--- src/sv/ihc_pkg.sv ---
// Shared types and constants for the IPv4 header checker.
// No dependencies; imported by every module of the block.
`default_nettype none

package ihc_pkg;

  localparam int unsigned IDX_W     = 6;   // byte index inside the header, up to 60
  localparam int unsigned HDR_LEN_W = 6;

  localparam logic [HDR_LEN_W-1:0] MIN_HEADER_BYTES = HDR_LEN_W'(20);
  localparam logic [HDR_LEN_W-1:0] MAX_HEADER_BYTES = HDR_LEN_W'(60);
  localparam logic [15:0]          MIN_PACKET_BYTES = 16'd20;
  localparam logic [3:0]           IP_VERSION_4     = 4'd4;

  // Byte positions of the fixed header fields
  localparam logic [IDX_W-1:0] IDX_VER_IHL   = IDX_W'(0);
  localparam logic [IDX_W-1:0] IDX_TLEN_HI   = IDX_W'(2);
  localparam logic [IDX_W-1:0] IDX_TLEN_LO   = IDX_W'(3);
  localparam logic [IDX_W-1:0] IDX_ID_HI     = IDX_W'(4);
  localparam logic [IDX_W-1:0] IDX_ID_LO     = IDX_W'(5);
  localparam logic [IDX_W-1:0] IDX_FRAG_HI   = IDX_W'(6);
  localparam logic [IDX_W-1:0] IDX_FRAG_LO   = IDX_W'(7);
  localparam logic [IDX_W-1:0] IDX_PROTO     = IDX_W'(9);
  localparam logic [IDX_W-1:0] IDX_CSUM_HI   = IDX_W'(10);
  localparam logic [IDX_W-1:0] IDX_CSUM_LO   = IDX_W'(11);
  localparam logic [IDX_W-1:0] IDX_SRC_0     = IDX_W'(12);
  localparam logic [IDX_W-1:0] IDX_SRC_1     = IDX_W'(13);
  localparam logic [IDX_W-1:0] IDX_SRC_2     = IDX_W'(14);
  localparam logic [IDX_W-1:0] IDX_SRC_3     = IDX_W'(15);
  localparam logic [IDX_W-1:0] IDX_DST_0     = IDX_W'(16);
  localparam logic [IDX_W-1:0] IDX_DST_1     = IDX_W'(17);
  localparam logic [IDX_W-1:0] IDX_DST_2     = IDX_W'(18);
  localparam logic [IDX_W-1:0] IDX_DST_3     = IDX_W'(19);

  typedef enum logic [1:0] {
    ST_OK       = 2'd0,
    ST_FIELD    = 2'd1,
    ST_CHECKSUM = 2'd2,
    ST_DEST     = 2'd3
  } status_e;

  typedef struct packed {
    logic [7:0]  pkt_byte;
    logic        pkt_start;
    logic [15:0] buf_size;
  } in_item_t;

  typedef struct packed {
    status_e              status;
    logic [31:0]          src_address;
    logic [7:0]           protocol;
    logic [15:0]          ident;
    logic [15:0]          frag_byte_offset;
    logic                 more_fragments;
    logic                 dont_fragment;
    logic                 unfragmented;
    logic [HDR_LEN_W-1:0] header_bytes;
  } result_t;

endpackage

`default_nettype wire

--- src/sv/ihc_in_stage.sv ---
// Input register of the IPv4 header checker: holds one packet byte transaction.
// Depends on ihc_pkg.
`default_nettype none

module ihc_in_stage (
  input  wire logic            clk_i,
  input  wire logic            rst_ni,
  input  wire logic            in_valid_i,
  output logic                 in_ready_o,
  input  wire ihc_pkg::in_item_t in_item_i,
  input  wire logic            take_i,     // downstream consumes the held byte
  output logic                 valid_o,
  output ihc_pkg::in_item_t    item_o
);
  import ihc_pkg::*;

  logic     valid_q;
  in_item_t item_q;

  assign in_ready_o = !valid_q || take_i;
  assign valid_o    = valid_q;
  assign item_o     = item_q;

  always_ff @(posedge clk_i or negedge rst_ni) begin
    if (!rst_ni) begin
      valid_q <= 1'b0;
    end else if (in_ready_o) begin
      valid_q <= in_valid_i;
    end
  end

  always_ff @(posedge clk_i) begin
    if (in_valid_i && in_ready_o) begin
      item_q <= in_item_i;
    end
  end

endmodule

`default_nettype wire

--- src/sv/ihc_hdr_engine.sv ---
// Header engine: byte index, running ones-complement sum, field capture and
// the ordered checks that form the verdict. Depends on ihc_pkg.
`default_nettype none

module ihc_hdr_engine (
  input  wire logic              clk_i,
  input  wire logic              rst_ni,
  input  wire logic              cfg_we_i,
  input  wire logic [31:0]       cfg_wdata_i,
  input  wire logic              en_i,
  input  wire ihc_pkg::in_item_t item_i,
  output logic                   res_valid_o,
  output ihc_pkg::result_t       res_o
);
  import ihc_pkg::*;

  logic [31:0]          own_addr_q;
  logic                 done_q, done_d;
  logic [IDX_W-1:0]     idx_q, idx_d;

  logic [15:0]          sum_q, sum_d;
  logic [7:0]           hi_q, hi_d;
  logic [HDR_LEN_W-1:0] hlen_q, hlen_d;
  logic                 ver_ok_q, ver_ok_d;
  logic [15:0]          tlen_q, tlen_d;
  logic [15:0]          size_q, size_d;
  logic [15:0]          ident_q, ident_d;
  logic [15:0]          frag_q, frag_d;
  logic [7:0]           proto_q, proto_d;
  logic [15:0]          csum_q, csum_d;
  logic [31:0]          src_q, src_d;
  logic [31:0]          dst_q, dst_d;

  logic                 proc;
  logic                 st;
  logic [7:0]           b;
  logic [IDX_W-1:0]     idx, idx_inc;
  logic [16:0]          sum_wide;
  logic                 len_bad;
  logic                 df, mf, rf;
  logic [15:0]          off;
  status_e              verdict;

  assign st   = item_i.pkt_start;
  assign b    = item_i.pkt_byte;
  assign proc = en_i && (st || !done_q);
  // A start byte sees the byte index and capture state cleared and the buffer size loaded
  assign idx  = st ? '0 : idx_q;
  assign idx_inc = idx + IDX_W'(1);

  always_comb begin
    hi_d     = st ? 8'd0  : hi_q;
    sum_d    = st ? 16'd0 : sum_q;
    hlen_d   = st ? '0    : hlen_q;
    ver_ok_d = st ? 1'b0  : ver_ok_q;
    tlen_d   = st ? 16'd0 : tlen_q;
    size_d   = st ? item_i.buf_size : size_q;
    ident_d  = st ? 16'd0 : ident_q;
    frag_d   = st ? 16'd0 : frag_q;
    proto_d  = st ? 8'd0  : proto_q;
    csum_d   = st ? 16'd0 : csum_q;
    src_d    = st ? 32'd0 : src_q;
    dst_d    = st ? 32'd0 : dst_q;
    sum_wide = {1'b0, sum_d} + {1'b0, hi_d, b};

    if (!idx[0]) begin
      hi_d = b;
    end else if (idx != IDX_CSUM_LO) begin
      // end-around carry
      sum_d = sum_wide[15:0] + {15'd0, sum_wide[16]};
    end

    unique case (idx)
      IDX_VER_IHL: begin
        ver_ok_d = (b[7:4] == IP_VERSION_4);
        hlen_d   = {b[3:0], 2'b00};
      end
      IDX_TLEN_HI, IDX_TLEN_LO: tlen_d  = {tlen_d[7:0], b};
      IDX_ID_HI, IDX_ID_LO:     ident_d = {ident_d[7:0], b};
      IDX_FRAG_HI, IDX_FRAG_LO: frag_d  = {frag_d[7:0], b};
      IDX_PROTO:                proto_d = b;
      IDX_CSUM_HI, IDX_CSUM_LO: csum_d  = {csum_d[7:0], b};
      IDX_SRC_0, IDX_SRC_1, IDX_SRC_2, IDX_SRC_3: src_d = {src_d[23:0], b};
      IDX_DST_0, IDX_DST_1, IDX_DST_2, IDX_DST_3: dst_d = {dst_d[23:0], b};
      default: ;
    endcase
  end

  assign rf  = frag_d[15];
  assign df  = frag_d[14];
  assign mf  = frag_d[13];
  assign off = {frag_d[12:0], 3'b000};

  assign len_bad = (hlen_d < MIN_HEADER_BYTES) || (hlen_d > MAX_HEADER_BYTES);

  always_comb begin
    priority if (idx == IDX_VER_IHL && len_bad) begin
      verdict = ST_FIELD;
    end else if (!ver_ok_d) begin
      verdict = ST_FIELD;
    end else if (tlen_d != size_d || size_d < MIN_PACKET_BYTES) begin
      verdict = ST_FIELD;
    end else if (csum_d != ~sum_d) begin
      verdict = ST_CHECKSUM;
    end else if (dst_d != own_addr_q) begin
      verdict = ST_DEST;
    end else if (rf || (df && mf)) begin
      verdict = ST_FIELD;
    end else begin
      verdict = ST_OK;
    end
  end

  assign res_valid_o = proc && ((idx == IDX_VER_IHL) ? len_bad : (idx_inc == hlen_d));

  assign done_d = proc ? res_valid_o : done_q;
  assign idx_d  = proc ? idx_inc : idx_q;

  always_comb begin
    res_o.status           = verdict;
    res_o.src_address      = src_d;
    res_o.protocol         = proto_d;
    res_o.ident            = ident_d;
    res_o.frag_byte_offset = off;
    res_o.more_fragments   = mf;
    res_o.dont_fragment    = df;
    res_o.unfragmented     = df || (!mf && (off == 16'd0));
    res_o.header_bytes     = hlen_d;
  end

  always_ff @(posedge clk_i or negedge rst_ni) begin
    if (!rst_ni) begin
      own_addr_q <= 32'd0;
      done_q     <= 1'b1;
      idx_q      <= '0;
    end else begin
      if (cfg_we_i) begin
        own_addr_q <= cfg_wdata_i;
      end
      done_q <= done_d;
      idx_q  <= idx_d;
    end
  end

  // Capture state is only read after a start byte has cleared it
  always_ff @(posedge clk_i) begin
    if (proc) begin
      hi_q     <= hi_d;
      sum_q    <= sum_d;
      hlen_q   <= hlen_d;
      ver_ok_q <= ver_ok_d;
      tlen_q   <= tlen_d;
      size_q   <= size_d;
      ident_q  <= ident_d;
      frag_q   <= frag_d;
      proto_q  <= proto_d;
      csum_q   <= csum_d;
      src_q    <= src_d;
      dst_q    <= dst_d;
    end
  end

endmodule

`default_nettype wire

--- src/sv/ihc_out_stage.sv ---
// Result register of the IPv4 header checker; holds a verdict until taken.
// Depends on ihc_pkg.
`default_nettype none

module ihc_out_stage (
  input  wire logic             clk_i,
  input  wire logic             rst_ni,
  input  wire logic             res_valid_i,
  input  wire ihc_pkg::result_t res_i,
  output logic                  free_o,
  output logic                  out_valid_o,
  input  wire logic             out_ready_i,
  output ihc_pkg::result_t      res_o
);
  import ihc_pkg::*;

  logic    valid_q;
  result_t res_q;

  assign free_o      = !valid_q || out_ready_i;
  assign out_valid_o = valid_q;
  assign res_o       = res_q;

  always_ff @(posedge clk_i or negedge rst_ni) begin
    if (!rst_ni) begin
      valid_q <= 1'b0;
    end else if (free_o) begin
      valid_q <= res_valid_i;
    end
  end

  always_ff @(posedge clk_i) begin
    if (free_o && res_valid_i) begin
      res_q <= res_i;
    end
  end

endmodule

`default_nettype wire

--- src/sv/ipv4_header_checker_top.sv ---
// IPv4 header checker, top level: input register, header engine, result register.
// Depends on ihc_pkg, ihc_in_stage, ihc_hdr_engine, ihc_out_stage.
//
// Takes one packet byte per cycle unless stalled, a start mark on the first
// byte of each packet, and gives one verdict per header: when the header
// length in the first byte is outside 20..60, or else after the last header
// byte. Checks apply in order and the first failure sets the status:
// version, total length against the buffer size and a buffer under 20
// bytes, checksum, destination against own_address, reserved/DF+MF flags.
// Bytes before a start mark or after the verdict are accepted and dropped.
// Throughput is one byte per cycle while no verdict waits. The deciding byte
// sits in the input register while the engine's combinational sum and
// compare load the result register. While a verdict waits with out_ready_i
// low, the input register takes at most one more byte and then stalls. Write
// own_address only while no packet is in flight; the block does not check it.
`default_nettype none

module ipv4_header_checker_top (
  input  wire logic        clk_i,
  input  wire logic        rst_ni,
  input  wire logic        cfg_we_i,
  input  wire logic [31:0] cfg_wdata_i,
  input  wire logic        in_valid_i,
  output logic             in_ready_o,
  input  wire logic [7:0]  pkt_byte_i,
  input  wire logic        pkt_start_i,
  input  wire logic [15:0] buf_size_i,
  output logic             out_valid_o,
  input  wire logic        out_ready_i,
  output logic [1:0]       status_o,
  output logic [31:0]      src_address_o,
  output logic [7:0]       protocol_o,
  output logic [15:0]      ident_o,
  output logic [15:0]      frag_byte_offset_o,
  output logic             more_fragments_o,
  output logic             dont_fragment_o,
  output logic             unfragmented_o,
  output logic [ihc_pkg::HDR_LEN_W-1:0] header_bytes_o
);
  import ihc_pkg::*;

  in_item_t in_item, s1_item;
  logic     s1_valid;
  logic     out_free;
  logic     take;
  logic     res_valid;
  result_t  res, out_res;

  assign in_item.pkt_byte  = pkt_byte_i;
  assign in_item.pkt_start = pkt_start_i;
  assign in_item.buf_size  = buf_size_i;

  assign take = s1_valid && out_free;

  ihc_in_stage u_in (
    .clk_i      (clk_i),
    .rst_ni     (rst_ni),
    .in_valid_i (in_valid_i),
    .in_ready_o (in_ready_o),
    .in_item_i  (in_item),
    .take_i     (take),
    .valid_o    (s1_valid),
    .item_o     (s1_item)
  );

  ihc_hdr_engine u_eng (
    .clk_i       (clk_i),
    .rst_ni      (rst_ni),
    .cfg_we_i    (cfg_we_i),
    .cfg_wdata_i (cfg_wdata_i),
    .en_i        (take),
    .item_i      (s1_item),
    .res_valid_o (res_valid),
    .res_o       (res)
  );

  ihc_out_stage u_out (
    .clk_i       (clk_i),
    .rst_ni      (rst_ni),
    .res_valid_i (res_valid),
    .res_i       (res),
    .free_o      (out_free),
    .out_valid_o (out_valid_o),
    .out_ready_i (out_ready_i),
    .res_o       (out_res)
  );

  assign status_o           = out_res.status;
  assign src_address_o      = out_res.src_address;
  assign protocol_o         = out_res.protocol;
  assign ident_o            = out_res.ident;
  assign frag_byte_offset_o = out_res.frag_byte_offset;
  assign more_fragments_o   = out_res.more_fragments;
  assign dont_fragment_o    = out_res.dont_fragment;
  assign unfragmented_o     = out_res.unfragmented;
  assign header_bytes_o     = out_res.header_bytes;

`ifndef SYNTHESIS
  // An accepted header never carries DF and MF together
  a_ok_flags: assert property (@(posedge clk_i) disable iff (!rst_ni)
    out_valid_o && status_o == ST_OK |-> !(dont_fragment_o && more_fragments_o))
    else $error("ok verdict with DF and MF set");

  // Only a field error may report a header length out of range
  a_len_range: assert property (@(posedge clk_i) disable iff (!rst_ni)
    out_valid_o && status_o != ST_FIELD |->
      header_bytes_o >= MIN_HEADER_BYTES && header_bytes_o <= MAX_HEADER_BYTES)
    else $error("header length out of range without field error");

  // Offset is in units of eight bytes
  a_off_align: assert property (@(posedge clk_i) disable iff (!rst_ni)
    out_valid_o |-> frag_byte_offset_o[2:0] == 3'b000)
    else $error("fragment byte offset misaligned");

  // Input side keeps moving while the result register is free
  a_no_stall: assert property (@(posedge clk_i) disable iff (!rst_ni)
    !out_valid_o |-> in_ready_o)
    else $error("input stalled with empty result register");
`endif

endmodule

`default_nettype wire
--- config.mk ---
export PLATFORM = sky130hd
export DESIGN_NAME = ipv4_header_checker_top
export DESIGN_NICKNAME = d
export VERILOG_FILES = /design/src/sv/ihc_pkg.sv /design/src/sv/ihc_in_stage.sv /design/src/sv/ihc_hdr_engine.sv /design/src/sv/ihc_out_stage.sv /design/src/sv/ipv4_header_checker_top.sv
export SDC_FILE = /design/constraint.sdc
export NUM_CORES = 1
export LEC_CHECK = 0
export ABC_CLOCK_PERIOD_IN_PS = 22500
export BUFFER_PORTS_ARGS = -buffer_cell sky130_fd_sc_hd__buf_4
export CORE_MARGIN = 3
export CORE_UTILIZATION = 31
export CTS_CLUSTER_DIAMETER = 50
export DETAILED_ROUTE_END_ITERATION = 10
export GPL_TIMING_DRIVEN = 1
export SYNTH_ARGS = -nofsm -noshare
export SYNTH_HDL_FRONTEND = slang
export SYNTH_SLANG_ARGS = --single-unit
export TNS_END_PERCENT = 10
--- constraint.sdc ---
create_clock -name clk_i -period 22.5 [get_ports clk_i]
set_input_delay 1.125 -clock clk_i [delete_from_list [all_inputs] [get_ports clk_i]]
set_output_delay 1.125 -clock clk_i [all_outputs]
set_load 0.01 [all_outputs]
==> metrics.yaml <==
slowest_stage: "buf_12"
synth_top_family_by_area: "simple AND/OR/NAND/NOR gates"
p_int_mw: 1.403
portBuffers: 143
fin_crit_sh_pct: 29.72
final_common_cell: "edfxtp_1"
rr_worst_depth: 23
syn_avg_cell_area_sq_um: 12.17
period_minus_slack_ns: 6.686
post-place-ws_ns: 15.87
grt_max_degree: 160
drive_above_1_share_pct: 21.56
die_width_microns: 233.2
yosys_warnings: 0
gp_congestion: 0.8755
worstHoldEndpoint: "u_eng.done_q"
top_level_ports: 147
ys_types: 84
drtIter0Drc: 831
synth-main-ff-cell: "edfxtp_1"
cts_resized: 0
max-cap-violations: 0
syn-cell-area_sq_um: 16000
timing.final.ws_setup_ns: 15.81
synth_edf_count: 288
hold_class: "flop to flop"
insertion_delay_ns: 0.53
drc_errors: 0
die_area_sq_um: 54380
worst_slew_pin_slew_ns: 1.257
grt_pass1_wl_microns: 59460
swShare_pct: 30.66
setup_viol: 0
rsz0062_at_grt: "no"
clk_pin_slew_ns: 0.06
synth-seq-cells: 329
critPathKind: "flop to flop"
async_flop_share_pct: 12.46
die_height_microns: 233.2
cts_tree: "done"
cp.arrival_ns: 6.95
htreeDepth: 2
ant_nets: 0
regToRegEndpoint: "u_out.res_o[82]"
worstSetupStartpointType: "flop"
critPathMaxStageDelay_ns: 0.53
reg2reg_slack_ns: 15.81
wirelength_microns: 39040
start_util_pct: 31.64
post_cts.repair.setup_buffers: 0
synthSimpleGateAreaFrac_pct: 14.81
hold_buffers: 0
clockBufferDepth: 3
coreArea_sq_um: 50580
min_path_cells: 2
outcome: "finished clean"
leakage_nw: 7.303
area_growth_pct: 19.29
num_vias: 10610
ys_seq_area_share_pct: 60.47
share_seq_of_total_power_pct: 44.0
fmax_mhz: 149.6
slew_violations: 0
cts_root_buffer: "clkbuf_16"
cts_buffers: 40
grt_pass1_vias: 10200
hold_viol: 0
pwr-share-clk_pct: 31.7
nets: 1530
skew_ns: 0.01317
hp-start: "u_eng.done_q"
final_cell_mix: "edfxtp_1 (288), nand2_1 (189), buf_4 (161)"
dr.pass1.iters: 5
synth.mux.area_fraction_pct: 7.131
p_comb_share_pct: 24.3
synth_compound_area_share_pct: 8.288
p_switching_uw: 620.1
syn_inst: 1315
crit_family: "compound AO/OA/AOI/OAI gates"
path_buf_inv: 2
max-slew-margin-rel_pct: 15.86
p_per_area_nw_per_um2: 106.0
finalSetupTns_ns: 0
dp_hpwl_microns: 26000
critPathRequiredTime_ns: 22.77
wl_per_cell_microns: 18.18
cp_cell_sequence: "buf_4 -> buf_12 -> nor2b_1 -> ha_1 -> and4_1 -> a211oi_2 -> nor2_1 -> a21o_1 -> a21oi_1 -> o21bai_1 -> a21o_1 -> ha_1 -> ha_1 -> nor2b_1 -> and4_1 -> o211a_1 -> and3_1 -> and4_1 -> o31a_1 -> mux2i_1 -> a2111oi_1 -> o211ai_1 -> o41a_1"
antenna_found_initial: 1
rr_startpoint: "u_in.item_o[16]"
cp-end-kind: "flop"
via_per_inst: 4.939
globalRouteTotalUtil_pct: 13.96
num_rows: 82
ir_drop_mv: 0.04936
synth-xor-area-share_pct: 4.746
cp_max_fo: 159
overflow: 0
synth_fa_ha_area_share_pct: 1.845
clock_sinks: 329
## routing by layer
layer  routed length (microns)  share of wire, %  global-route usage [%]
met1                     18170                47                   19.84
met2                     17960                46                   22.38
met3                      2325               6.0                   2.341
met4                       586               1.5                   3.079
met5                         0                 0                       0
## synthesized netlist by cell type (6+ instances only)
cell type	number	share of area [%]
a21oi_1	83	2.6
buf_1	7	0.16
nor2_1	59	1.4
dfrtp_1	40	6.3
inv_1	27	0.63
nor2b_1	48	1.9
nand4_1	22	0.86
and3_1	10	0.39
o21ai_0	47	1.5
mux2i_1	42	2.6
a21o_1	7	0.33
nand2b_1	22	0.86
ha_1	22	1.7
a211oi_1	9	0.42
mux2_2	64	4.5
nand3b_1	32	1.5
edfxtp_1	288	54
nand2_1	189	4.4
clkbuf_1	50	1.2
nand3_1	17	0.53
nor3_1	16	0.50
xor2_1	33	1.8
xnor2_1	46	2.5
and2_1	6	0.23
nor4_1	16	0.63
buf_2	13	0.41
## layout make-up
cell class                      count  area [sq um]
Fill cell                        4840         31490
Clock inverter                     20         197.7
Multi-Input combinational cell    885          5908
Antenna cell                        1         2.502
Timing Repair Buffer              162          1229
Sequential cell                   329          9676
Clock buffer                       52          1127
Inverter                           27         107.6
Tap cell                          672         840.8
## power by group through the flow
stage,combinational [mW],clock (mW),sequential (mW)
floorplan,0.350,0,0.896
global placement,0.484,0,0.898
detailed placement,0.491,0,0.901
CTS,0.493,0.658,0.890
global route,0.544,0.684,0.902
finish,0.491,0.642,0.890
## metrics by stage
| stage | std cells | util (%) | power, mW | hold WS, ns | instance area (sq um) |
|---|---|---|---|---|---|
| floorplan | 1317 | - | 1.245 | 0.4394 | 16010 |
| CTS | 2147 | 37.73 | 2.042 | 0.4626 | 19090 |
| detailed placement | 2075 | 35.11 | 1.392 | 0.4534 | 17760 |
| global route | 2147 | 37.73 | 2.130 | 0.5004 | 19090 |
| finish | 2148 | 37.74 | 2.023 | 0.4644 | 19090 |
| global placement | 2075 | 35.11 | 1.382 | 0.4470 | 17760 |
## logic make-up (layout without fill, tap and decap cells)
logic type | Yosys count | count (layout)
adder cells (fa/ha/maj) | 23 | 23
XOR/XNOR | 82 | 82
buffers and inverters | 103 | 261
AO/OA/AOI/OAI | 204 | 204
other | 1 | 4
AND/OR/NAND/NOR | 467 | 467
multiplexers | 106 | 106
flip-flops | 329 | 329
## worst reg2reg max path, stage by stage (launching register included)
cell       delay (ns)
edfxtp_1         0.32
buf_4            0.52
buf_12           0.54
nor2b_1          0.39
ha_1             0.43
and4_1           0.33
a211oi_2         0.26
nor2_1           0.12
a21o_1           0.19
a21oi_1          0.14
o21bai_1         0.08
a21o_1           0.22
ha_1             0.25
ha_1             0.23
nor2b_1          0.14
and4_1           0.22
o211a_1          0.25
and3_1           0.20
and4_1           0.19
o31a_1           0.27
mux2i_1          0.13
a2111oi_1        0.43
o211ai_1         0.18
o41a_1           0.42
## state kept, by name, summed over array words and instances (netlist names), 16 cells and up
register	flops
u_eng.tlen_q	16
u_eng.csum_q	16
u_eng.own_addr_q	32
u_eng.size_q	16
u_eng.ident_q	16
u_eng.dst_q	32
u_out.res_o	80
u_eng.frag_q	16
u_eng.src_q	32
u_in.item_o	25
u_eng.sum_q	16
## worst max-delay path by stage
stage / cells after the start / startpoint / end
global placement: 23 / u_in.item_o[16] / u_out.res_o[82]
finish: 23 / u_in.item_o[16] / u_out.res_o[82]
detailed placement: 23 / u_in.item_o[16] / u_out.res_o[82]
floorplan: 11 / u_in.item_o[16] / u_out.res_o[0]
CTS: 23 / u_in.item_o[16] / u_out.res_o[82]
global route: 22 / u_in.item_o[16] / u_out.res_o[82]
Power figures use the tool's default switching activity.
